$ cat src/rtl/core/plrl_pkg.sv
package plrl_pkg;

    localparam int MaxPointsDefault = 16;
    localparam int NumChannels      = 4;
    localparam int CoordW           = 12;
    localparam int CountW           = 5;
    localparam int CfgAddrW         = 2;
    localparam int CfgDataW         = 5;
    localparam int OneFixed         = 4080;

    localparam logic CmdWrite  = 1'b0;
    localparam logic CmdLookup = 1'b1;

    localparam logic [CfgAddrW-1:0] RegRedCount   = 2'd0;
    localparam logic [CfgAddrW-1:0] RegGreenCount = 2'd1;
    localparam logic [CfgAddrW-1:0] RegBlueCount  = 2'd2;
    localparam logic [CfgAddrW-1:0] RegAlphaCount = 2'd3;

    typedef struct packed {
        logic        cmd;
        logic [1:0]  channel;
        logic [3:0]  slot;
        logic [11:0] point_x;
        logic [11:0] point_y;
        logic [7:0]  lookup_index;
    } t_req;

    typedef struct packed {
        logic [7:0] index_echo;
        logic [7:0] red_byte;
        logic [7:0] green_byte;
        logic [7:0] blue_byte;
        logic [7:0] alpha_byte;
    } t_rsp;

    // divider request/result between the sequencer and the divide unit
    typedef struct packed {
        logic        start;
        logic [23:0] num;
        logic [12:0] den;
    } t_div_req;

    typedef struct packed {
        logic        done;
        logic [23:0] quo;
    } t_div_rsp;

endpackage

$ cat src/rtl/core/piecewise_linear_rgba_lut.sv
// Piecewise-linear RGBA lookup table. Four channels of up to MAX_POINTS
// sorted control points sit in two point memories (x and y, one entry per
// channel and slot, registered read). A write request (cmd 0) stores
// one point in the cycle it is accepted and gives no result; the next request
// can follow at once. A write to a slot at or beyond MAX_POINTS is dropped.
// A lookup request (cmd 1) handles the channels one after another: an empty
// channel gives 0; x at or before the first point, or at or beyond the last,
// gives that point's y; otherwise the first and last points are read, then
// one memory read per segment searched (up to count - 1), a multiply and the
// serial 24-bit divide (skipped for a zero-width segment) give the value, and
// a final step moves on to the next channel. Lookup length is set by the
// single memory read port and the shared divider. The result sits in an
// output register, so new requests are taken while it waits for the receiver.
// After reset, the first two slots of each channel are loaded with (0,0) and
// (4080,4080) by a sweep before the first request is taken. Counts above
// MAX_POINTS are treated as MAX_POINTS.
module piecewise_linear_rgba_lut #(
    parameter int MAX_POINTS = plrl_pkg::MaxPointsDefault
) (
    input  logic                             i_clk,
    input  logic                             i_rst_n,
    input  logic                             i_valid,
    output logic                             o_stall,
    input  plrl_pkg::t_req                   i_data,
    output logic                             o_valid,
    input  logic                             i_stall,
    output plrl_pkg::t_rsp                   o_data,
    input  logic                             i_cfg_we,
    input  logic [plrl_pkg::CfgAddrW-1:0]    i_cfg_addr,
    input  logic [plrl_pkg::CfgDataW-1:0]    i_cfg_data
);
    import plrl_pkg::*;

    localparam int SlotW  = $clog2(MAX_POINTS);
    localparam int Depth  = NumChannels * (1 << SlotW);
    localparam int AddrW  = $clog2(Depth);
    localparam int InitW  = 3;

    localparam logic [3:0] StInit  = 4'd0;
    localparam logic [3:0] StIdle  = 4'd1;
    localparam logic [3:0] StChan  = 4'd2;
    localparam logic [3:0] StFirst = 4'd3;
    localparam logic [3:0] StLast  = 4'd4;
    localparam logic [3:0] StPair  = 4'd6;
    localparam logic [3:0] StMul   = 4'd7;
    localparam logic [3:0] StDiv   = 4'd8;
    localparam logic [3:0] StOut   = 4'd9;
    localparam logic [3:0] StRead  = 4'd10;

    logic [3:0] r_state, n_state;
    logic [CountW-1:0] r_count [NumChannels];
    logic [InitW-1:0] r_init, n_init;
    logic [1:0] r_ch, n_ch;
    logic [SlotW:0] r_i, n_i;
    logic [SlotW:0] r_n, n_n;
    logic [11:0] r_x, n_x;
    logic [11:0] r_x0, n_x0;
    logic [11:0] r_y0, n_y0;
    logic [11:0] r_x1, n_x1;
    logic [11:0] r_y1, n_y1;
    logic r_rd_y, n_rd_y;
    logic [7:0] r_idx, n_idx;
    logic [11:0] r_val [NumChannels];
    logic [11:0] n_val;
    logic n_val_we;
    logic r_neg, n_neg;
    logic [23:0] r_prod, n_prod;
    logic r_ovalid, n_ovalid;
    logic n_out_we;
    t_rsp r_odata, n_odata;

    logic mem_we;
    logic [AddrW-1:0] mem_waddr, mem_raddr;
    logic [11:0] mem_wx, mem_wy, rd_x, rd_y;
    t_div_req div_req;
    t_div_rsp div_rsp;

    plrl_ram #(.Width(CoordW), .Depth(Depth)) u_xram (
        .i_clk(i_clk), .i_we(mem_we), .i_waddr(mem_waddr), .i_wdata(mem_wx),
        .i_raddr(mem_raddr), .o_rdata(rd_x));
    plrl_ram #(.Width(CoordW), .Depth(Depth)) u_yram (
        .i_clk(i_clk), .i_we(mem_we), .i_waddr(mem_waddr), .i_wdata(mem_wy),
        .i_raddr(mem_raddr), .o_rdata(rd_y));
    plrl_div u_div (.i_clk(i_clk), .i_rst_n(i_rst_n), .i_req(div_req), .o_rsp(div_rsp));

    logic accept;
    logic [CountW-1:0] cnt_raw;
    logic [SlotW:0] cnt_sat;
    logic [12:0] dx;
    logic [12:0] dy;
    logic [12:0] xo;
    logic [11:0] q12;

    assign o_stall = (r_state != StIdle);
    assign accept  = i_valid && !o_stall;

    always_comb begin
        cnt_raw = r_count[r_ch];
        if (32'(cnt_raw) > MAX_POINTS) cnt_sat = (SlotW+1)'(MAX_POINTS);
        else                           cnt_sat = (SlotW+1)'(cnt_raw);
    end

    assign dx = {1'b0, r_x1} - {1'b0, r_x0};
    assign xo = {1'b0, r_x} - {1'b0, r_x0};
    assign q12 = div_rsp.quo[11:0];

    always_comb begin
        n_state  = r_state;
        n_init   = r_init;
        n_ch     = r_ch;
        n_i      = r_i;
        n_n      = r_n;
        n_x      = r_x;
        n_x0     = r_x0;
        n_y0     = r_y0;
        n_x1     = r_x1;
        n_y1     = r_y1;
        n_rd_y   = r_rd_y;
        n_idx    = r_idx;
        n_neg    = r_neg;
        n_prod   = r_prod;
        n_val    = '0;
        n_val_we = 1'b0;
        n_out_we = 1'b0;
        n_ovalid = r_ovalid && i_stall;
        mem_we    = 1'b0;
        mem_waddr = '0;
        mem_wx    = '0;
        mem_wy    = '0;
        mem_raddr = {r_ch, r_i[SlotW-1:0]};
        div_req   = '0;
        dy        = '0;
        case (r_state)
            // load default endpoints into each channel
            StInit: begin
                mem_we    = 1'b1;
                mem_waddr = {r_init[2:1], SlotW'(r_init[0])};
                mem_wx    = r_init[0] ? CoordW'(OneFixed) : '0;
                mem_wy    = mem_wx;
                n_init    = r_init + 1'b1;
                if (r_init == '1) n_state = StIdle;
            end
            StIdle: begin
                if (accept) begin
                    if (i_data.cmd == CmdWrite) begin
                        mem_we    = 32'(i_data.slot) < MAX_POINTS;
                        mem_waddr = {i_data.channel, SlotW'(i_data.slot)};
                        mem_wx    = i_data.point_x;
                        mem_wy    = i_data.point_y;
                    end else begin
                        n_idx   = i_data.lookup_index;
                        n_x     = {i_data.lookup_index, 4'b0};
                        n_ch    = '0;
                        n_state = StChan;
                    end
                end
            end
            // channel setup: read first point
            StChan: begin
                n_n = cnt_sat;
                n_i = '0;
                mem_raddr = {r_ch, SlotW'(0)};
                if (cnt_sat == '0) begin
                    n_val_we = 1'b1;
                    n_val    = '0;
                    n_state  = StOut;
                end else begin
                    n_state = StFirst;
                end
            end
            // first point arrives; request last point
            StFirst: begin
                mem_raddr = {r_ch, SlotW'(r_n - 1'b1)};
                if (r_x <= rd_x) begin
                    n_val_we = 1'b1;
                    n_val    = rd_y;
                    n_state  = StOut;
                end else begin
                    n_state = StLast;
                end
            end
            StLast: begin
                mem_raddr = {r_ch, SlotW'(0)};
                n_i = '0;
                if (r_x >= rd_x) begin
                    n_val_we = 1'b1;
                    n_val    = rd_y;
                    n_state  = StOut;
                end else begin
                    n_state = StRead;
                end
            end
            // slot 0 arrives: latch as x0 and fetch slot 1
            StRead: begin
                n_x0 = rd_x;
                n_y0 = rd_y;
                n_i = r_i + 1'b1;
                mem_raddr = {r_ch, SlotW'(r_i + 1'b1)};
                n_state = StPair;
            end
            // rd holds point i, the end of segment i-1
            StPair: begin
                n_x1 = rd_x;
                n_y1 = rd_y;
                if (r_x >= r_x0 && r_x <= rd_x) begin
                    n_state = StMul;
                end else if (r_i + 1'b1 >= r_n) begin
                    n_val_we = 1'b1;
                    n_val    = '0;
                    n_state  = StOut;
                end else begin
                    // next segment: current x1 becomes x0
                    n_x0 = rd_x;
                    n_y0 = rd_y;
                    n_i = r_i + 1'b1;
                    mem_raddr = {r_ch, SlotW'(r_i + 1'b1)};
                end
            end
            StMul: begin
                if (dx == '0) begin
                    n_val_we = 1'b1;
                    n_val    = r_y0;
                    n_state  = StOut;
                end else begin
                    n_neg = r_y1 < r_y0;
                    dy    = (r_y1 < r_y0) ? {1'b0, r_y0 - r_y1} : {1'b0, r_y1 - r_y0};
                    n_prod = xo[11:0] * dy[11:0];
                    n_state = StDiv;
                    n_rd_y  = 1'b1;
                end
            end
            StDiv: begin
                if (r_rd_y) begin
                    div_req.start = 1'b1;
                    div_req.num   = r_prod;
                    div_req.den   = dx;
                    n_rd_y = 1'b0;
                end else if (div_rsp.done) begin
                    n_val_we = 1'b1;
                    n_val    = r_neg ? r_y0 - q12 : r_y0 + q12;
                    n_state  = StOut;
                end
            end
            // advance to next channel, or hand the result to the output register
            StOut: begin
                if (r_ch == 2'd3) begin
                    if (!(r_ovalid && i_stall)) begin
                        n_ovalid = 1'b1;
                        n_out_we = 1'b1;
                        n_state  = StIdle;
                    end
                end else begin
                    n_ch    = r_ch + 1'b1;
                    n_state = StChan;
                end
            end
            default: n_state = StIdle;
        endcase
    end

    // result assembled from the channel values
    always_comb begin
        n_odata.index_echo = r_idx;
        n_odata.red_byte   = r_val[0][11:4];
        n_odata.green_byte = r_val[1][11:4];
        n_odata.blue_byte  = r_val[2][11:4];
        n_odata.alpha_byte = r_val[3][11:4];
    end

    always_ff @(posedge i_clk) begin
        if (!i_rst_n) begin
            r_state  <= StInit;
            r_init   <= '0;
            r_ovalid <= 1'b0;
            r_rd_y   <= 1'b0;
            for (int c = 0; c < NumChannels; c++) r_count[c] <= CountW'(2);
        end else begin
            r_state  <= n_state;
            r_init   <= n_init;
            r_ovalid <= n_ovalid;
            r_rd_y   <= n_rd_y;
            if (i_cfg_we) r_count[i_cfg_addr] <= i_cfg_data;
        end
        r_ch   <= n_ch;
        r_i    <= n_i;
        r_n    <= n_n;
        r_x    <= n_x;
        r_x0   <= n_x0;
        r_y0   <= n_y0;
        r_x1   <= n_x1;
        r_y1   <= n_y1;
        r_idx  <= n_idx;
        r_neg  <= n_neg;
        r_prod <= n_prod;
        if (n_val_we) r_val[r_ch] <= n_val;
        if (n_out_we) r_odata <= n_odata;
    end

    assign o_valid = r_ovalid;
    assign o_data  = r_odata;
endmodule

$ cat src/rtl/core/plrl_ram.sv
module plrl_ram #(
    parameter int Width = 8,
    parameter int Depth = 16
) (
    input  logic                     i_clk,
    input  logic                     i_we,
    input  logic [$clog2(Depth)-1:0] i_waddr,
    input  logic [Width-1:0]         i_wdata,
    input  logic [$clog2(Depth)-1:0] i_raddr,
    output logic [Width-1:0]         o_rdata
);
    logic [Width-1:0] r_mem [Depth];
    logic [Width-1:0] r_rdata;

    always_ff @(posedge i_clk) begin
        if (i_we) begin
            r_mem[i_waddr] <= i_wdata;
        end
        r_rdata <= r_mem[i_raddr];
    end

    assign o_rdata = r_rdata;
endmodule

$ cat src/rtl/core/plrl_div.sv
// Restoring divider, one quotient bit per cycle; magnitudes only.
module plrl_div (
    input  logic                i_clk,
    input  logic                i_rst_n,
    input  plrl_pkg::t_div_req  i_req,
    output plrl_pkg::t_div_rsp  o_rsp
);
    import plrl_pkg::*;

    localparam int NumW = 24;
    localparam int CntW = $clog2(NumW + 1);

    logic [NumW-1:0] r_quo, n_quo;
    logic [12:0]     r_rem, n_rem;
    logic [12:0]     r_den, n_den;
    logic [CntW-1:0] r_cnt, n_cnt;
    logic            r_busy, n_busy;
    logic            r_done, n_done;
    logic [13:0]     trial;

    always_comb begin
        n_quo  = r_quo;
        n_rem  = r_rem;
        n_den  = r_den;
        n_cnt  = r_cnt;
        n_busy = r_busy;
        n_done = 1'b0;
        trial  = {r_rem, r_quo[NumW-1]} - {1'b0, r_den};
        if (i_req.start) begin
            n_quo  = i_req.num;
            n_rem  = '0;
            n_den  = i_req.den;
            n_cnt  = CntW'(NumW);
            n_busy = 1'b1;
        end else if (r_busy) begin
            if (!trial[13]) begin
                n_rem = trial[12:0];
                n_quo = {r_quo[NumW-2:0], 1'b1};
            end else begin
                n_rem = {r_rem[11:0], r_quo[NumW-1]};
                n_quo = {r_quo[NumW-2:0], 1'b0};
            end
            n_cnt = r_cnt - 1'b1;
            if (r_cnt == CntW'(1)) begin
                n_busy = 1'b0;
                n_done = 1'b1;
            end
        end
    end

    always_ff @(posedge i_clk) begin
        if (!i_rst_n) begin
            r_busy <= 1'b0;
            r_done <= 1'b0;
            r_cnt  <= '0;
        end else begin
            r_busy <= n_busy;
            r_done <= n_done;
            r_cnt  <= n_cnt;
        end
        r_quo <= n_quo;
        r_rem <= n_rem;
        r_den <= n_den;
    end

    assign o_rsp.done = r_done;
    assign o_rsp.quo  = r_quo;
endmodule
$ cat config.mk
export PLATFORM = sky130hd
export DESIGN_NAME = piecewise_linear_rgba_lut
export DESIGN_NICKNAME = d
export VERILOG_FILES = /design/src/rtl/core/plrl_pkg.sv /design/src/rtl/core/piecewise_linear_rgba_lut.sv /design/src/rtl/core/plrl_ram.sv /design/src/rtl/core/plrl_div.sv
export SDC_FILE = /design/constraint.sdc
export NUM_CORES = 2
export LEC_CHECK = 0
export BUFFER_PORTS_ARGS = -buffer_cell sky130_fd_sc_hd__buf_2
export CORE_MARGIN = 1.5
export CORE_UTILIZATION = 50
export DETAILED_ROUTE_END_ITERATION = 8
export PLACE_DENSITY = 0.66
export SLEW_MARGIN = 5
export SYNTH_ARGS = -nofsm -noshare
export SYNTH_HDL_FRONTEND = slang
export SYNTH_HIERARCHICAL = 1
export SYNTH_SLANG_ARGS = --single-unit
$ cat constraint.sdc
create_clock -name i_clk -period 8.4 [get_ports i_clk]
set_input_delay 0.84 -clock i_clk [delete_from_list [all_inputs] [get_ports i_clk]]
set_output_delay 0.84 -clock i_clk [all_outputs]
set_load 0.02 [all_outputs]
Word level (Yosys, flattened, before mapping) --
Memories as Yosys holds them, arrays and structs flattened. A register that Yosys moved wholly into a read port is not among the register bits. Cells that the tools add are included.
Operators by class: eq/ne operators 24, bitwise logic cells 3, mux-type cells 92, reduce and logical (&&, ||, !) cells 24, $lt $le $gt $ge 6, $mul 1, add/subtract/negate cells 12
Operators by type and width (count):
- 12-bit 2-to-1 mux | 16
- 12-bit case mux with 2 select lines | 4
- 38-bit 2-to-1 mux | 2
- 4-bit 2-to-1 mux | 13
- 24-bit 2-to-1 mux | 2
- 12-bit case mux with 4 select lines | 1
- 12-bit subtractor | 4
- 4-bit case mux with 10 select lines | 1
- 1-bit 2-to-1 mux | 31
- 5-bit 2-to-1 mux | 6
- 12-bit greater-or-equal comparator | 2
- 12-bit by 12-bit multiplier with 24-bit output | 1
- 2-bit inequality test, second input constant | 8
- 4-bit case mux with 4 select lines | 1
- 5-bit case mux with 3 select lines | 1
- 14-bit by 13-bit subtractor with 14-bit output | 1
- 13-bit logical NOT | 1
- 13-bit 2-to-1 mux | 1
- 12-bit by 12-bit subtractor with 13-bit output | 1
- 12-bit adder | 1
- 4-bit by 3-bit == test with 1-bit output, second input constant | 3
- 4-bit == test, second input constant | 3
- 12-bit <= comparator | 1
- 12-bit < comparator | 1
- 35 further kinds | 56
Storage, ports and cells: output and inout port bits 42, flip-flop bits (word level) 167, bits of input ports 51, RAM bits 1604, memories 4
Memory list:
- u_xram.r_mem | depth 64, bits a word 12, read ports 1, clocked after Yosys merged registers in 1, wr ports 1, line plrl_ram.sv:12 | logic [Width-1:0] r_mem [Depth];
- u_yram.r_mem | depth 64, bits a word 12, read ports 1, clocked after Yosys merged registers in 1, wr ports 1, line plrl_ram.sv:12
- r_val | depth 4, bits a word 12, read ports 4, clocked after Yosys merged registers in 4, wr ports 1, line piecewise_linear_rgba_lut.sv:63 | logic [11:0] r_val [NumChannels];
- r_count | depth 4, bits a word 5, read ports 1, clocked after Yosys merged registers in 1, wr ports 4, line piecewise_linear_rgba_lut.sv:51 | logic [CountW-1:0] r_count [NumChannels];

Depth between registers and ports, before layout --
depth after elaboration 7, mapped depth 34, depth with buffers taken out 32

By module --
Netlist, hierarchy kept.
By module, submodules not included:
- plrl_ram | area each 29851.1 µm², sequential area each 23302.3 µm², cells each 1339, times used 2
- piecewise_linear_rgba_lut | area each 15372.2 µm², sequential area each 5775.5 µm², cells each 1480, times used 1
- plrl_div | area each 3050.4 µm², sequential area each 1511.4 µm², cells each 282, times used 1

Worst setup path after synthesis --
Ideal clock, no wire load.
path kind register -> register, from register r_y1[0], to register r_prod[23], data pin, period minus slack after synthesis 7.257 ns, setup time 0.260 ns, cell stages (with the launch flop) 35, path slack 1.143 ns, data required time 8.140 ns, arrival time 6.997 ns, cell sequence edfxtp_1 > inv_1 > ha_1 > inv_1 > fa_1 > a21o_1 > a21oi_1 > o21ai_1 > o21a_1 > buf_2 > inv_2 > buf_2 > mux2i_1 > xor2_1 > buf_2 > nand2_1 > fa_1 > inv_1 > fa_1 > inv_1 > fa_1 > inv_1 > fa_1 > inv_1 > fa_1 > inv_1 > ha_1 > nand4_1 > o21ai_0 > nor2_1 > a31oi_1 > a211oi_1 > o41ai_1 > a21oi_1 > xnor2_1
Between the ends: cells in the longest elaborated chain, start to end 3, elaborated cells on any way between the ends 5
RTL lines:
- from (decl) | line piecewise_linear_rgba_lut.sv:60 | logic [11:0] r_y1, n_y1;
- from (signal assigned) | line piecewise_linear_rgba_lut.sv:291 | r_y1 <= n_y1;
- 12-bit subtractor or 12-bit < comparator (tied branches) | line piecewise_linear_rgba_lut.sv:226 | dy = (r_y1 < r_y0) ? {1'b0, r_y0 - r_y1} : {1'b0, r_y1 - r_y0};
- 12-bit 2-to-1 mux (*) | line piecewise_linear_rgba_lut.sv:226
- 12-bit by 12-bit multiplier with 24-bit output (*) | line piecewise_linear_rgba_lut.sv:227 | n_prod = xo[11:0] * dy[11:0];
- to (signal assigned) | line piecewise_linear_rgba_lut.sv:294 | r_prod <= n_prod;
- to (decl) | line piecewise_linear_rgba_lut.sv:67 | logic [23:0] r_prod, n_prod;
Mark *: on every way between the ends. The rest lies on a longest branch, timed or not. A chain may end at the register's enable or synchronous reset.

Worst setup path in the final report --
Same ends and word-level chain as after synthesis.

==> flow_summary.json <==
{
  "status": "completed",
  "post-route-min-period_ns": 7.83,
  "final.period_utilization": 0.932,
  "fin_util": 0.567,
  "yosys-mux-area-fraction": 0.124,
  "cts_buffers": 183,
  "report.final.setup_viol": 0,
  "post-cts-setup-buffer-count": 0,
  "remaining_drc_errors": 0,
  "grt_pass1_vias": 41500,
  "grt_use_total": 0.233,
  "vias_per_cell": 6.00,
  "yosysUniqueCellTypes": 89,
  "hold_end": "r_idx[2]",
  "clock_latency_ns": 0.84,
  "maxCapViolations": 0,
  "rsz0062_at_grt": "false",
  "ys_warn_count": 6,
  "die_x_um": 398,
  "power.leakage_nw": 31.2,
  "drive_gt1_frac": 0.214,
  "min_from": "i_data[2]",
  "worstRegToRegCells": 32,
  "clk_pin_slew_ns": 0.06,
  "initial_core_util": 0.505,
  "hold_viol": 0,
  "nets": 5025,
  "synth_edf_count": 1758,
  "synth_fp_nets": 4748,
  "yosys.area_share.adder": 0.0512,
  "finalMaxSlewViolations": 0,
  "synth_commonest_cells": "edfxtp_1 (1,758), mux4_2 (389), nor2_1 (296), inv_1 (228), ha_1 (153)",
  "path_max_fanout": 13,
  "max_stage_delay_ns": 0.54,
  "synth_ff_type": "edfxtp_1",
  "cp-end-kind": "flip-flop",
  "r2r_slack_ns": 0.57,
  "gp_congestion": 0.901,
  "holdBufCountCts": 0,
  "r2r-start": "r_y1[0]",
  "cts_max_level": 4,
  "timing.rr.end": "r_prod[23]",
  "async_reset_ff_frac": 0,
  "synth_seq_cells": 1813,
  "drt-total-wl_um": 183000,
  "synth_xor_area_frac": 0.0103,
  "synth_top_family_by_area": "multiplexers",
  "cts_root_buf": "clkbuf_16",
  "drt_iter0_drc": 4566,
  "cp_data_arrival_time_ns": 8.38,
  "area_growth_pct": 12.1,
  "worst_pin_slew_ns": 1.36,
  "holdPathStages": 1,
  "wl_per_cell_um": 26.5,
  "ant_nets": 0,
  "cts.sinks": 1813,
  "ios": 93,
  "tns_ns": 0,
  "startpoint_type": "flip-flop",
  "cellPowerDensity_mw_per_mm2": 262,
  "grt_max_degree": 82,
  "synth_simple_gate_area_frac": 0.0538,
  "ir_worst_vdd_uv": 557,
  "num_rows": 144,
  "grt_pass1_wl_um": 272000,
  "use_met2": 0.367,
  "tritoncts": "done",
  "grt_most_used_layer": "met2",
  "seq_area_frac_synth": 0.690,
  "yosysMostFrequentCell": "edfxtp_1",
  "critical_path_class": "flip-flop to flip-flop",
  "clock.fmax_ghz": 0.128,
  "fin_skew_ns": 0.0524,
  "numPortBuffers": 92,
  "synth_compound_area_frac": 0.0459,
  "grt_use_met3": 0.0459,
  "clk_path_buf_depth": 3,
  "syn-instance-count": 4440,
  "core-area_mm2": 0.155,
  "min_path_type": "input pin to flip-flop",
  "synth_top_area_frac": 0.676,
  "dieArea_mm2": 0.159,
  "syn-mean-instance-area_um2": 17.6,
  "synth_largest_area_cell": "edfxtp_1",
  "fin_hold_ws_ns": 0.217,
  "ctsResizeCount": 0,
  "slew_headroom": 0.0919,
  "grt_use_met1": 0.336,
  "cpMostUsedCell": "inv_1",
  "antenna_found_initial": 7,
  "chipHeight_um": 398,
  "vias": 41500,
  "overflow": 0,
  "cpMaxStageDelayCell": "fa_1",
  "required_ns": 8.95,
  "place_hpwl_um": 117000,
  "synth_area_leaders": "edfxtp_1 (68%), mux4_2 (11%), fa_1 (2.7%)",
  "syn-cell-area_mm2": 0.0781,
  "drtPass1Iterations": 5
}
[layer usage]
layer / routed length (um) / up-vias / part of all wire
li1: - / 18000 / -
met4: 4190 / 10 / 0.023
met5: 69 / - / 0.00038
met1: 77500 / 21500 / 0.42
met2: 87000 / 1640 / 0.47
met3: 14600 / 304 / 0.080
[worst max-delay path by stage]
stage,endpoint,slack [ns],start,depth (start not counted)
6_report,r_prod[23],0.57,r_y1[0],32
5_1_grt,r_prod[23],0.007,r_y1[0],32
4_1_cts,r_prod[23],0.39,r_y1[0],29
3_5_place_dp,r_prod[23],0.44,r_y1[0],29
3_3_place_gp,r_prod[23],0.49,r_y1[0],32
2_1_floorplan,r_prod[23],1.14,r_y1[0],34
[cell type report]
cell class / instances / area [um2]
Fill cell: 11700 / 67000
Sequential cell: 1813 / 53900
Clock inverter: 110 / 1070
Multi-Input combinational cell: 2198 / 22400
Timing Repair Buffer: 291 / 2070
Inverter: 230 / 866
Tap cell: 2044 / 2560
Antenna cell: 1 / 2.50
Clock buffer: 226 / 4750
[critical path: cells and delay by family (launching register included)]
family | cells | cell delay [ns]
XOR/XNOR | 1 | 0.13
AO/OA/AOI/OAI | 9 | 1.97
multiplexers | 1 | 0.36
buffers and inverters | 9 | 0.76
AND/OR/NAND/NOR | 4 | 0.50
adder cells (fa/ha/maj) | 8 | 3.45
flip-flops | 1 | 0.39
[sequential cells by signal, summed over array words and instances (netlist names), 2 cells and up, named ones only]
register	cells
r_count	20
r_x1	12
u_xram/r_mem	768
r_val	32
u_yram/o_rdata	12
r_idx	8
u_yram/r_mem	768
r_y1	12
r_ch	2
r_prod	24
u_div/r_cnt	5
u_div/r_den	13
u_xram/o_rdata	12
r_state	4
u_div/r_rem	13
r_y0	12
r_init	3
r_x0	12
r_i	5
o_data	40
u_div/r_quo	24
r_n	5
[where the power goes]
| group | switching [mW] | total [mW] | internal, mW |
|---|---|---|---|
| clock network | 3.48 | 7.88 | 4.40 |
| logic | 2.64 | 3.65 | 1.00 |
| registers | 0.115 | 11.4 | 11.3 |
[logic make-up (layout without fill, tap and decap cells)]
kind of cell / count (synthesis) / after routing
flops: 1813 / 1813
simple gates: 855 / 855
xor+xnor: 91 / 91
fa+ha+maj: 257 / 257
other cells: 0 / 1
buf+inv: 429 / 857
mux: 477 / 477
compound gates: 518 / 518
[through the flow]
step / worst slack [ns] / instances / cell area, um2 / total power, mW
floorplan: 1.14 / 4440 / 78100 / 13.7
global placement: 0.486 / 6576 / 81800 / 15.1
detailed placement: 0.440 / 6576 / 81800 / 15.2
CTS: 0.387 / 6912 / 87600 / 23.1
global route: 0.00706 / 6912 / 87600 / 23.7
finish: 0.572 / 6913 / 87600 / 22.9
[placed cells by master, fill, tap and decap left out, types with 72 or more instances in the layout]
master     netlist  routed
a21oi_1         89      88
buf_2           41      92
buf_4           23     190
clkbuf_16        0     183
edfxtp_1      1758    1758
fa_1           104     104
ha_1           153     153
inv_1          228     227
mux4_2         389     389
nand2_1        141     141
nand3_1         72      72
nor2_1         296     294
o21ai_0         80      77
No activity file was read; power rests on OpenSTA's default activity.
